--- src/rtl/nphs_pkg.sv ---
// Package for the nearest-point haversine search block.
// Holds the fixed-point constants and the CORDIC arctangent table; no dependencies.
`default_nettype none
package nphs_pkg;

   localparam int ID_BITS = 16;

   // register indexes on the csr port
   localparam logic [1:0] REG_ORIGIN_LAT = 2'd0;
   localparam logic [1:0] REG_ORIGIN_LON = 2'd1;
   localparam logic [1:0] REG_EXCLUDED   = 2'd2;

   // angles in degrees scaled by 2^22
   localparam logic signed [32:0] DEG360 = 33'sd1509949440;
   localparam logic signed [32:0] DEG180 = 33'sd754974720;
   localparam logic signed [32:0] DEG90  = 33'sd377487360;

   localparam logic [31:0] DEG2RAD_Q32 = 32'd74961321;
   localparam logic signed [35:0] CORDIC_K = 36'sd652032874;
   localparam logic [31:0] ONE_Q30 = 32'd1073741824;
   localparam logic [31:0] DIAM_KM = 32'd12742;
   localparam logic [30:0] DIST_CAP = 31'h7FFFFFFF;

   function automatic logic signed [35:0] atan_q30(input logic [4:0] idx);
      logic [31:0] v;
      case (idx)
         5'd0:  v = 32'h3243F6A8;
         5'd1:  v = 32'h1DAC6705;
         5'd2:  v = 32'h0FADBAFC;
         5'd3:  v = 32'h07F56EA6;
         5'd4:  v = 32'h03FEAB76;
         5'd5:  v = 32'h01FFD55B;
         5'd6:  v = 32'h00FFFAAA;
         5'd7:  v = 32'h007FFF55;
         5'd8:  v = 32'h003FFFEA;
         5'd9:  v = 32'h001FFFFD;
         5'd10: v = 32'h000FFFFF;
         5'd11: v = 32'h0007FFFF;
         5'd12: v = 32'h0003FFFF;
         5'd13: v = 32'h0001FFFF;
         5'd14: v = 32'h0000FFFF;
         5'd15: v = 32'h00007FFF;
         5'd16: v = 32'h00003FFF;
         5'd17: v = 32'h00001FFF;
         5'd18: v = 32'h00000FFF;
         5'd19: v = 32'h000007FF;
         5'd20: v = 32'h000003FF;
         5'd21: v = 32'h000001FF;
         5'd22: v = 32'h000000FF;
         5'd23: v = 32'h0000007F;
         5'd24: v = 32'h0000003F;
         5'd25: v = 32'h0000001F;
         5'd26: v = 32'h0000000F;
         5'd27: v = 32'h00000008;
         5'd28: v = 32'h00000004;
         5'd29: v = 32'h00000002;
         5'd30: v = 32'h00000001;
         default: v = 32'h00000000;
      endcase
      return $signed({4'b0, v});
   endfunction

endpackage
`default_nettype wire

--- src/rtl/nearest_point_haversine_search.sv ---
// Top level of the nearest-point haversine search: stream ports, registers,
// running minimum and result register. Depends on nphs_pkg and nphs_core.
//
//   channel | dir | handshake            | payload
//   req     | in  | req_tvalid/tready    | tdata id/lat/lon, tuser active flag, tlast last
//   rsp     | out | rsp_tvalid/tready    | tdata nearest id/distance, tuser found
//   csr     | in  | csr_we               | csr_index, csr_wdata
//
// A scored candidate holds the input while the core steps through the serial
// multiplier, the CORDIC unit and the square root in turn, one unit per step,
// then the distance is folded into the running minimum when the core is done.
// A skipped candidate bypasses the core. One item is in work at a time; req_tready
// falls while scoring and while a result waits in the rsp register.
// Reset is synchronous and clears the search state and registers.
`default_nettype none
module nearest_point_haversine_search
   import nphs_pkg::*;
(
   input  wire logic        clock,
   input  wire logic        reset,
   input  wire logic        req_tvalid,
   output logic             req_tready,
   input  wire logic [79:0] req_tdata,  // candidate_id, candidate_lat, candidate_lon, zeros
   input  wire logic        req_tuser,  // active flag
   input  wire logic        req_tlast,
   output logic             rsp_tvalid,
   input  wire logic        rsp_tready,
   output logic [47:0]      rsp_tdata,  // nearest_id, distance, zero
   output logic             rsp_tuser,  // found
   input  wire logic        csr_we,
   input  wire logic [1:0]  csr_index,
   input  wire logic [30:0] csr_wdata
);

   logic signed [29:0] org_lat_ff;
   logic signed [30:0] org_lon_ff;
   logic [15:0] excl_ff;
   logic        busy_ff, last_ff, have_ff;
   logic [15:0] id_ff, best_id_ff;
   logic [30:0] best_ff;
   logic        rsp_valid_ff, rsp_found_ff;
   logic [47:0] rsp_data_ff;

   logic        accept, elig, core_done, better, fin, fin_last;
   logic [15:0] req_id;
   logic [30:0] core_dist;
   logic        nb_have;
   logic [15:0] nb_id;
   logic [30:0] nb_dist;

   assign req_tready = !busy_ff && !rsp_valid_ff;
   assign accept = req_tvalid && req_tready;
   assign req_id = req_tdata[15:0] & 16'((32'd1 << ID_BITS) - 32'd1);
   assign elig = req_tuser && (req_id != excl_ff);

   nphs_core u_core (
      .clock    (clock),
      .reset    (reset),
      .start    (accept && elig),
      .org_lat  (org_lat_ff),
      .org_lon  (org_lon_ff),
      .cand_lat (req_tdata[45:16]),
      .cand_lon (req_tdata[76:46]),
      .done     (core_done),
      .span_km  (core_dist)
   );

   always_comb begin
      better = core_done && (!have_ff || core_dist < best_ff);
      nb_have = have_ff || better;
      nb_id = better ? id_ff : best_id_ff;
      nb_dist = better ? core_dist : best_ff;
      fin = (accept && !elig) || core_done;
      fin_last = core_done ? last_ff : req_tlast;
   end

   always_ff @(posedge clock) begin
      if (reset) begin
         org_lat_ff <= '0;
         org_lon_ff <= '0;
         excl_ff <= '0;
         busy_ff <= 1'b0;
         have_ff <= 1'b0;
         best_ff <= DIST_CAP;
         best_id_ff <= '0;
         rsp_valid_ff <= 1'b0;
      end else begin
         if (csr_we) begin
            case (csr_index)
               REG_ORIGIN_LAT: org_lat_ff <= csr_wdata[29:0];
               REG_ORIGIN_LON: org_lon_ff <= csr_wdata;
               REG_EXCLUDED:   excl_ff <= csr_wdata[15:0];
               default: ;
            endcase
         end
         if (accept && elig) begin
            busy_ff <= 1'b1;
         end else if (core_done) begin
            busy_ff <= 1'b0;
         end
         if (rsp_valid_ff && rsp_tready) begin
            rsp_valid_ff <= 1'b0;
         end
         if (fin) begin
            if (fin_last) begin
               // emit and start a fresh search
               rsp_valid_ff <= 1'b1;
               rsp_found_ff <= nb_have;
               rsp_data_ff <= nb_have ? {1'b0, nb_dist, nb_id} : 48'b0;
               have_ff <= 1'b0;
               best_ff <= DIST_CAP;
               best_id_ff <= '0;
            end else begin
               have_ff <= nb_have;
               best_ff <= nb_dist;
               best_id_ff <= nb_id;
            end
         end
      end
      if (accept) begin
         id_ff <= req_id;
         last_ff <= req_tlast;
      end
   end

   assign rsp_tvalid = rsp_valid_ff;
   assign rsp_tdata = rsp_data_ff;
   assign rsp_tuser = rsp_found_ff;

endmodule
`default_nettype wire

--- src/rtl/nphs_core.sv ---
// Distance engine: serial shift-add multiplier, iterative CORDIC and bit-serial
// square root, stepped by one sequencer. Depends on nphs_pkg.
`default_nettype none
module nphs_core
   import nphs_pkg::*;
(
   input  wire logic               clock,
   input  wire logic               reset,
   input  wire logic               start,
   input  wire logic signed [29:0] org_lat,
   input  wire logic signed [30:0] org_lon,
   input  wire logic signed [29:0] cand_lat,
   input  wire logic signed [30:0] cand_lon,
   output logic                    done,
   output logic [30:0]             span_km
);

   localparam logic [4:0] ST_IDLE   = 5'd0;
   localparam logic [4:0] ST_DLAT_M = 5'd1;
   localparam logic [4:0] ST_DLAT_R = 5'd2;
   localparam logic [4:0] ST_DLON_M = 5'd3;
   localparam logic [4:0] ST_DLON_R = 5'd4;
   localparam logic [4:0] ST_LAT1_M = 5'd5;
   localparam logic [4:0] ST_LAT1_R = 5'd6;
   localparam logic [4:0] ST_LAT2_M = 5'd7;
   localparam logic [4:0] ST_LAT2_R = 5'd8;
   localparam logic [4:0] ST_SQ1    = 5'd9;
   localparam logic [4:0] ST_SQ2    = 5'd10;
   localparam logic [4:0] ST_C12    = 5'd11;
   localparam logic [4:0] ST_PQ     = 5'd12;
   localparam logic [4:0] ST_USQ    = 5'd13;
   localparam logic [4:0] ST_VSQ    = 5'd14;
   localparam logic [4:0] ST_VEC    = 5'd15;
   localparam logic [4:0] ST_DIST   = 5'd16;

   logic [4:0] step_ff, step_in;
   logic       run_ff, run_in;
   logic [4:0] cnt_ff, cnt_in;
   logic       done_ff, done_in;
   logic [30:0] dist_ff, dist_in;

   logic [63:0] acc_ff, acc_in;
   logic [31:0] ma_ff, ma_in, mb_ff, mb_in;
   logic signed [35:0] x_ff, x_in, y_ff, y_in, z_ff, z_in;
   logic [61:0] n_ff, n_in, r_ff, r_in, bit_ff, bit_in;
   logic signed [35:0] ang_ff, ang_in;
   logic signed [35:0] s1_ff, s1_in, s2_ff, s2_in, c1_ff, c1_in, c2_ff, c2_in;
   logic signed [35:0] p_ff, p_in;
   logic [35:0] sq1_ff, sq1_in, sq2_ff, sq2_in;
   logic [30:0] a_ff, a_in, u_ff, u_in, v_ff, v_in;
   logic signed [29:0] lat2_ff, lat2_in;
   logic signed [30:0] lon2_ff, lon2_in;

   function automatic logic signed [32:0] wrap_deg(input logic signed [32:0] d);
      if (d >= DEG180) return d - DEG360;
      else if (d < -DEG180) return d + DEG360;
      else return d;
   endfunction

   function automatic logic signed [32:0] mirror_lat(input logic signed [32:0] l);
      if (l > DEG90) return DEG180 - l;
      else if (l < -DEG90) return -DEG180 - l;
      else return l;
   endfunction

   // floor of a signed product divided by 2^30, product given as magnitude and sign
   function automatic logic signed [35:0] fshr30(input logic [63:0] m, input logic neg);
      logic [63:0] t;
      logic signed [35:0] r;
      t = neg ? (m + 64'h3FFFFFFF) : m;
      r = $signed({2'b0, t[63:30]});
      return neg ? -r : r;
   endfunction

   logic signed [32:0] lat1_x, lat2_x, lon1_x, lon2_x;
   logic signed [32:0] dlat_w, dlon_w, l1_m, l2_m, deg_sel;
   logic               flip1, flip2, half, deg_neg;
   logic [31:0]        deg_mag, ma_sel, mb_sel;
   logic [63:0]        acc_step, rnd;
   logic signed [35:0] ang_val, dx, dy, at, q_val, xr_n, yr_n, zr_n, xv_n, yv_n, zv_n;
   logic signed [36:0] a_sum;
   logic [61:0]        sq_t, n_step, r_step;
   logic [63:0]        d_rnd;
   logic               last_cnt, is_mul, is_rot, mul_neg;

   always_comb begin
      lat1_x = {{3{org_lat[29]}}, org_lat};
      lat2_x = {{3{lat2_ff[29]}}, lat2_ff};
      lon1_x = {{2{org_lon[30]}}, org_lon};
      lon2_x = {{2{lon2_ff[30]}}, lon2_ff};
      dlat_w = wrap_deg(lat2_x - lat1_x);
      dlon_w = wrap_deg(lon2_x - lon1_x);
      l1_m = mirror_lat(lat1_x);
      l2_m = mirror_lat(lat2_x);
      flip1 = (lat1_x > DEG90) || (lat1_x < -DEG90);
      flip2 = (lat2_x > DEG90) || (lat2_x < -DEG90);

      case (step_ff)
         ST_DLAT_M: deg_sel = dlat_w;
         ST_DLON_M: deg_sel = dlon_w;
         ST_LAT1_M: deg_sel = l1_m;
         default:   deg_sel = l2_m;
      endcase
      half = (step_ff == ST_DLAT_M) || (step_ff == ST_DLON_M);
      deg_neg = deg_sel[32];
      deg_mag = deg_neg ? 32'(-deg_sel) : deg_sel[31:0];

      mul_neg = 1'b0;
      case (step_ff)
         ST_SQ1: begin
            ma_sel = s1_ff[35] ? 32'(-s1_ff) : s1_ff[31:0];
            mb_sel = ma_sel;
         end
         ST_SQ2: begin
            ma_sel = s2_ff[35] ? 32'(-s2_ff) : s2_ff[31:0];
            mb_sel = ma_sel;
         end
         ST_C12: begin
            ma_sel = c1_ff[35] ? 32'(-c1_ff) : c1_ff[31:0];
            mb_sel = c2_ff[35] ? 32'(-c2_ff) : c2_ff[31:0];
            mul_neg = c1_ff[35] ^ c2_ff[35];
         end
         ST_PQ: begin
            ma_sel = p_ff[35] ? 32'(-p_ff) : p_ff[31:0];
            mb_sel = sq2_ff[31:0];
            mul_neg = p_ff[35];
         end
         ST_DIST: begin
            ma_sel = ang_ff[31:0];
            mb_sel = DIAM_KM;
         end
         default: begin
            ma_sel = deg_mag;
            mb_sel = DEG2RAD_Q32;
         end
      endcase

      is_mul = (step_ff == ST_DLAT_M) || (step_ff == ST_DLON_M) || (step_ff == ST_LAT1_M) ||
               (step_ff == ST_LAT2_M) || (step_ff == ST_SQ1) || (step_ff == ST_SQ2) ||
               (step_ff == ST_C12) || (step_ff == ST_PQ) || (step_ff == ST_DIST);
      is_rot = (step_ff == ST_DLAT_R) || (step_ff == ST_DLON_R) ||
               (step_ff == ST_LAT1_R) || (step_ff == ST_LAT2_R);

      // one multiplier bit per cycle, most significant first
      acc_step = {acc_ff[62:0], 1'b0} + (mb_ff[31] ? {32'b0, ma_ff} : 64'b0);
      rnd = half ? ((acc_step + 64'h0100_0000) >> 25) : ((acc_step + 64'h0080_0000) >> 24);
      ang_val = deg_neg ? -$signed(rnd[35:0]) : $signed(rnd[35:0]);
      q_val = fshr30(acc_step, mul_neg);
      a_sum = $signed({1'b0, sq1_ff}) + {q_val[35], q_val};
      d_rnd = (acc_step + 64'h2000) >> 14;

      dx = y_ff >>> cnt_ff;
      dy = x_ff >>> cnt_ff;
      at = atan_q30(cnt_ff);
      xr_n = (z_ff >= 0) ? x_ff - dx : x_ff + dx;
      yr_n = (z_ff >= 0) ? y_ff + dy : y_ff - dy;
      zr_n = (z_ff >= 0) ? z_ff - at : z_ff + at;
      xv_n = (y_ff >= 0) ? x_ff + dx : x_ff - dx;
      yv_n = (y_ff >= 0) ? y_ff - dy : y_ff + dy;
      zv_n = (y_ff >= 0) ? z_ff + at : z_ff - at;

      sq_t = r_ff + bit_ff;
      n_step = (n_ff >= sq_t) ? n_ff - sq_t : n_ff;
      r_step = (n_ff >= sq_t) ? (r_ff >> 1) + bit_ff : r_ff >> 1;

      last_cnt = ((step_ff == ST_USQ) || (step_ff == ST_VSQ)) ? (cnt_ff == 5'd30)
                                                              : (cnt_ff == 5'd31);
   end

   always_comb begin
      step_in = step_ff;
      run_in = run_ff;
      cnt_in = cnt_ff;
      done_in = 1'b0;
      dist_in = dist_ff;
      acc_in = acc_ff;
      ma_in = ma_ff;
      mb_in = mb_ff;
      x_in = x_ff;
      y_in = y_ff;
      z_in = z_ff;
      n_in = n_ff;
      r_in = r_ff;
      bit_in = bit_ff;
      ang_in = ang_ff;
      s1_in = s1_ff;
      s2_in = s2_ff;
      c1_in = c1_ff;
      c2_in = c2_ff;
      p_in = p_ff;
      sq1_in = sq1_ff;
      sq2_in = sq2_ff;
      a_in = a_ff;
      u_in = u_ff;
      v_in = v_ff;
      lat2_in = lat2_ff;
      lon2_in = lon2_ff;

      if (step_ff == ST_IDLE) begin
         if (start) begin
            lat2_in = cand_lat;
            lon2_in = cand_lon;
            step_in = ST_DLAT_M;
            run_in = 1'b0;
         end
      end else if (!run_ff) begin
         // load the unit for this step
         run_in = 1'b1;
         cnt_in = 5'd0;
         acc_in = 64'b0;
         ma_in = ma_sel;
         mb_in = mb_sel;
         if (is_rot) begin
            x_in = CORDIC_K;
            y_in = 36'sd0;
            z_in = ang_ff;
         end else begin
            x_in = $signed({5'b0, v_ff});
            y_in = $signed({5'b0, u_ff});
            z_in = 36'sd0;
         end
         n_in = (step_ff == ST_USQ) ? {1'b0, a_ff, 30'b0}
                                    : {1'b0, 31'(ONE_Q30) - a_ff, 30'b0};
         r_in = 62'b0;
         bit_in = 62'h1000_0000_0000_0000;
      end else begin
         cnt_in = cnt_ff + 5'd1;
         acc_in = acc_step;
         mb_in = {mb_ff[30:0], 1'b0};
         if (is_rot) begin
            x_in = xr_n;
            y_in = yr_n;
            z_in = zr_n;
         end else begin
            x_in = xv_n;
            y_in = yv_n;
            z_in = zv_n;
         end
         n_in = n_step;
         r_in = r_step;
         bit_in = bit_ff >> 2;
         if (last_cnt) begin
            run_in = 1'b0;
            step_in = step_ff + 5'd1;
            case (step_ff)
               ST_DLAT_M, ST_DLON_M, ST_LAT1_M, ST_LAT2_M: ang_in = ang_val;
               ST_DLAT_R: s1_in = yr_n;
               ST_DLON_R: s2_in = yr_n;
               ST_LAT1_R: c1_in = flip1 ? -xr_n : xr_n;
               ST_LAT2_R: c2_in = flip2 ? -xr_n : xr_n;
               ST_SQ1:    sq1_in = {2'b0, acc_step[63:30]};
               ST_SQ2:    sq2_in = {2'b0, acc_step[63:30]};
               ST_C12:    p_in = q_val;
               ST_PQ: begin
                  if (a_sum < 0) a_in = 31'd0;
                  else if (a_sum > $signed({5'b0, ONE_Q30})) a_in = 31'(ONE_Q30);
                  else a_in = a_sum[30:0];
               end
               ST_USQ:    u_in = r_step[30:0];
               ST_VSQ:    v_in = r_step[30:0];
               ST_VEC:    ang_in = (zv_n < 0) ? 36'sd0 : zv_n;
               ST_DIST: begin
                  dist_in = (d_rnd[63:31] != 33'b0) ? DIST_CAP : d_rnd[30:0];
                  done_in = 1'b1;
                  step_in = ST_IDLE;
               end
               default: step_in = ST_IDLE;
            endcase
         end
      end
      if (is_mul == 1'b0 && is_rot == 1'b0 && step_ff != ST_IDLE && step_ff != ST_USQ &&
          step_ff != ST_VSQ && step_ff != ST_VEC) begin
         step_in = ST_IDLE;
      end
   end

   always_ff @(posedge clock) begin
      if (reset) begin
         step_ff <= ST_IDLE;
         run_ff <= 1'b0;
         cnt_ff <= 5'd0;
         done_ff <= 1'b0;
      end else begin
         step_ff <= step_in;
         run_ff <= run_in;
         cnt_ff <= cnt_in;
         done_ff <= done_in;
      end
      dist_ff <= dist_in;
      acc_ff <= acc_in;
      ma_ff <= ma_in;
      mb_ff <= mb_in;
      x_ff <= x_in;
      y_ff <= y_in;
      z_ff <= z_in;
      n_ff <= n_in;
      r_ff <= r_in;
      bit_ff <= bit_in;
      ang_ff <= ang_in;
      s1_ff <= s1_in;
      s2_ff <= s2_in;
      c1_ff <= c1_in;
      c2_ff <= c2_in;
      p_ff <= p_in;
      sq1_ff <= sq1_in;
      sq2_ff <= sq2_in;
      a_ff <= a_in;
      u_ff <= u_in;
      v_ff <= v_in;
      lat2_ff <= lat2_in;
      lon2_ff <= lon2_in;
   end

   assign done = done_ff;
   assign span_km = dist_ff;

endmodule
`default_nettype wire

--- config.mk ---
export PLATFORM = sky130hd
export DESIGN_NAME = nearest_point_haversine_search
export DESIGN_NICKNAME = d
export VERILOG_FILES = /design/src/rtl/nphs_pkg.sv /design/src/rtl/nearest_point_haversine_search.sv /design/src/rtl/nphs_core.sv
export SDC_FILE = /design/constraint.sdc
export NUM_CORES = 2
export LEC_CHECK = 0
export ABC_AREA = 1
export BUFFER_PORTS_ARGS = -buffer_cell sky130_fd_sc_hd__buf_2
export CAP_MARGIN = 10
export CELL_PAD_IN_SITES_DETAIL_PLACEMENT = 1
export CELL_PAD_IN_SITES_GLOBAL_PLACEMENT = 1
export CORE_MARGIN = 2
export CORE_UTILIZATION = 45
export CTS_BUF_LIST = sky130_fd_sc_hd__clkbuf_4 sky130_fd_sc_hd__clkbuf_8
export DETAILED_ROUTE_END_ITERATION = 10
export PLACE_DENSITY_LB_ADDON = 0.1
export SETUP_SLACK_MARGIN = 0.5
export SYNTH_ARGS = -nofsm -noshare
export SYNTH_HDL_FRONTEND = slang
export SYNTH_SLANG_ARGS = --single-unit
--- constraint.sdc ---
create_clock -name clock -period 24.9 [get_ports clock]
set_input_delay 1.245 -clock clock [delete_from_list [all_inputs] [get_ports clock]]
set_output_delay 1.245 -clock clock [all_outputs]
set_load 0.05 [all_outputs]
==> reports/metrics.cfg <==
[outcome]
status = completed

[setup_path]
cp_slowest_stage_delay_ps = 680
ff2ff_path_depth = 47
crit_type = reg2reg
cp_common_cell = nand2_1
worst_path_dominant_cell_family = simple AND/OR/NAND/NOR gates
required_ps = 25720
path_buf_inv = 5
slowest_stage = fa_1
worst_setup_path_start_kind = flop
critPathMaxFanout = 32
endpoint_kind = flop
worstSetupPathDepth = 47
worstPathArrival_ps = 11170

[power_and_ir_drop]
p_leak_uw = 0.0430
irDropWorstVdd_mv = 0.0902
p_total_uw = 10200
powerDensity_mw_per_mm2 = 104

[routing]
wl_um = 382000
drtIter0Drc = 8733
dr.pass1.iters = 7
wl_per_cell_um = 24.4
viasPerCell = 5.88
drc = 0
via_count = 92115
antenna_left = 0

[clocking]
ctsHoldBuffers = 0
clk_path_buf_depth = 3
clock_sinks = 1076
cts_root_buffer = clkbuf_8
h-tree-depth = 4
post_cts_buffers = 0
cts_buffers = 199
cts.reportedPaths.clkPinSlew_ps = 70
cts_tree = built
postCtsResizedCells = 0
insertion_delay_ps = 1000

[global_routing]
grt_pass1_vias = 92447
overflow = 0
grt_usage = 0.362
grt_antenna_before_repair = 18
grt_max_degree = 123
grt_pass1_wl_um = 570000

[synthesis]
synthArstFlopShare = 0
ys_types = 86
synthCells = 12805
ys.flop_type = edfxtp_1
yosys.area.top_type_share = 0.300
avgSynthCellArea_um2 = 7.08
synth_area_leader_cell = edfxtp_1
syn_nets = 13460
yosys-top-cells-area = edfxtp_1, nand2_1, ha_1, inv_1, o21ai_0
ys_warn_count = 0
synth_edf_count = 907
synth_area_mm2 = 0.0907
ys_seq_elements = 1076
synth-seq-area-share = 0.338

[sta]
fin_skew_ps = 66.1
whs_ps = 426
period_needed_ps = 10350
fin_tns_setup_ps = 0
relSlewSlack = 0.156
drv_slew = 0
fmax_mhz = 96.7
setup_viol = 0
worstMarginPinSlew_ps = 1270
grt_setup_unrepaired = no
setup_slack_ps = 14550
final-hold-violation-count = 0
period_share = 0.416

[floorplan]
initial_utilization = 0.453
core_area_mm2 = 0.200
dieHeight_um = 453
dieWidth_um = 453
die-area_mm2 = 0.205
row_count = 164
ios = 171

[placement]
routabilityCongestion = 0.988
dp_hpwl_um = 301000
io_buffers = 166
place_ws_ps = 14860
placed_area_mm2 = 0.0942

[worst_hold_path]
hold_path_depth = 1
min_path_type = in2reg

[finish]
drive_gt1_frac = 0.0728
area_delta_synth_final_pct = 8.58
fin_area_mm2 = 0.0985
nets = 13479
nFillCells = 25731

[job]
maxCapViolCount = 0

## worst reg2reg max path: cells and delay by family (launching register included)
family | cells | cell delay, ps
xor gates and xnor gates | 3 | 970
and+or+nand+nor | 28 | 4570
adders and majority gates | 5 | 1890
DFF | 1 | 350
AOI/OAI and AO/OA | 6 | 1600
buffers and inverters | 5 | 810
## cell usage in the layout, fill, tap and decap left out, types with 110 or more instances in the layout
| master | netlist | final |
|---|---|---|
| ha_1 | 524 | 523 |
| xnor2_1 | 132 | 132 |
| clkbuf_8 | 0 | 210 |
| nand2_1 | 2902 | 2898 |
| o211ai_1 | 110 | 110 |
| o21ai_0 | 1100 | 1100 |
| xor2_1 | 475 | 474 |
| nor3_1 | 222 | 219 |
| buf_2 | 16 | 166 |
| nand3_1 | 656 | 655 |
| buf_4 | 3 | 113 |
| a31oi_1 | 116 | 115 |
| inv_1 | 1676 | 1669 |
| edfxtp_1 | 907 | 907 |
| nand4_1 | 155 | 155 |
| dfxtp_1 | 169 | 164 |
| nor2_1 | 1273 | 1253 |
| a21oi_1 | 999 | 999 |
## cell usage after synthesis (all sizes together), types with 161 or more instances
library cell,instances
nand4,161
ha,524
a21oi,1004
o21ai,1157
inv,1717
dfxtp,169
xor2,484
clkbuf,391
edfxtp,907
nand2,2951
nor2,1363
nor3,239
nand3,674
## final timing paths
path | slack, ps | from | end
max reg2reg | 14550 | u_core.mb_ff[31]$_DFFE_PN_ | u_core.a_ff[24]$_SDFFCE_PP0P_
min reg2reg | 460 | org_lon_ff[28]$_SDFFE_PP0P_ | org_lon_ff[28]$_SDFFE_PP0P_
max | 14550 | u_core.mb_ff[31]$_DFFE_PN_ | u_core.a_ff[24]$_SDFFCE_PP0P_
min | 430 | req_tdata[69] | u_core.lon2_ff[23]$_DFFE_PP_
## metal layers
layer,part of all wire,up-vias,track usage
met5,0.00071,-,0
met1,0.44,45559,0.501
met4,0.042,12,0.139
met3,0.069,628,0.0536
met2,0.44,3020,0.569
li1,-,42896,-
## cells by family after synthesis
group / count (synthesis) / share of synthesized area
AND/OR/NAND/NOR: 5545 / 0.260
AO/OA/AOI/OAI: 2801 / 0.173
buffers and inverters: 2205 / 0.0918
flip-flops: 1076 / 0.338
XOR/XNOR: 616 / 0.0605
adder cells (fa/ha/maj): 535 / 0.0747
multiplexers: 26 / 0.00287
other: 1 / 0.0000413
## through the flow
stage | instances | utilization
finish | 15660 | 0.492
global placement | 15279 | 0.471
detailed placement | 15279 | 0.471
CTS | 15653 | 0.492
global route | 15656 | 0.492
floorplan | 12805 | -
## cell type report
class | count | area, um^2 | share of cell area
Tap cell | 2656 | 3320 | 0.0337
Timing Repair Buffer | 280 | 1700 | 0.0173
Inverter | 1743 | 6560 | 0.0666
Clock inverter | 120 | 1100 | 0.0112
Multi-Input combinational cell | 9524 | 51900 | 0.527
Antenna cell | 7 | 17.5 | 0.000178
Sequential cell | 1076 | 30600 | 0.311
Clock buffer | 254 | 3220 | 0.0327
## flip-flops by register name, summed over array words and instances (netlist names), 36 cells and up
| name | flops |
|---|---|
| rsp_tdata | 47 |
| u_core.ang_ff | 36 |
| u_core.x_ff | 36 |
| u_core.n_ff | 62 |
| u_core.r_ff | 62 |
| u_core.y_ff | 36 |
| u_core.acc_ff | 63 |
| u_core.z_ff | 36 |
## where the power goes
part	total, uW	internal [uW]	switching [uW]	leakage [uW]
Combinational	5810	1630	4180	0.0311
Clock	1910	1020	892	0.00226
Sequential	2490	2320	168	0.00968
Total	10200	4970	5240	0.0430
(Power assumes the default switching activity.)
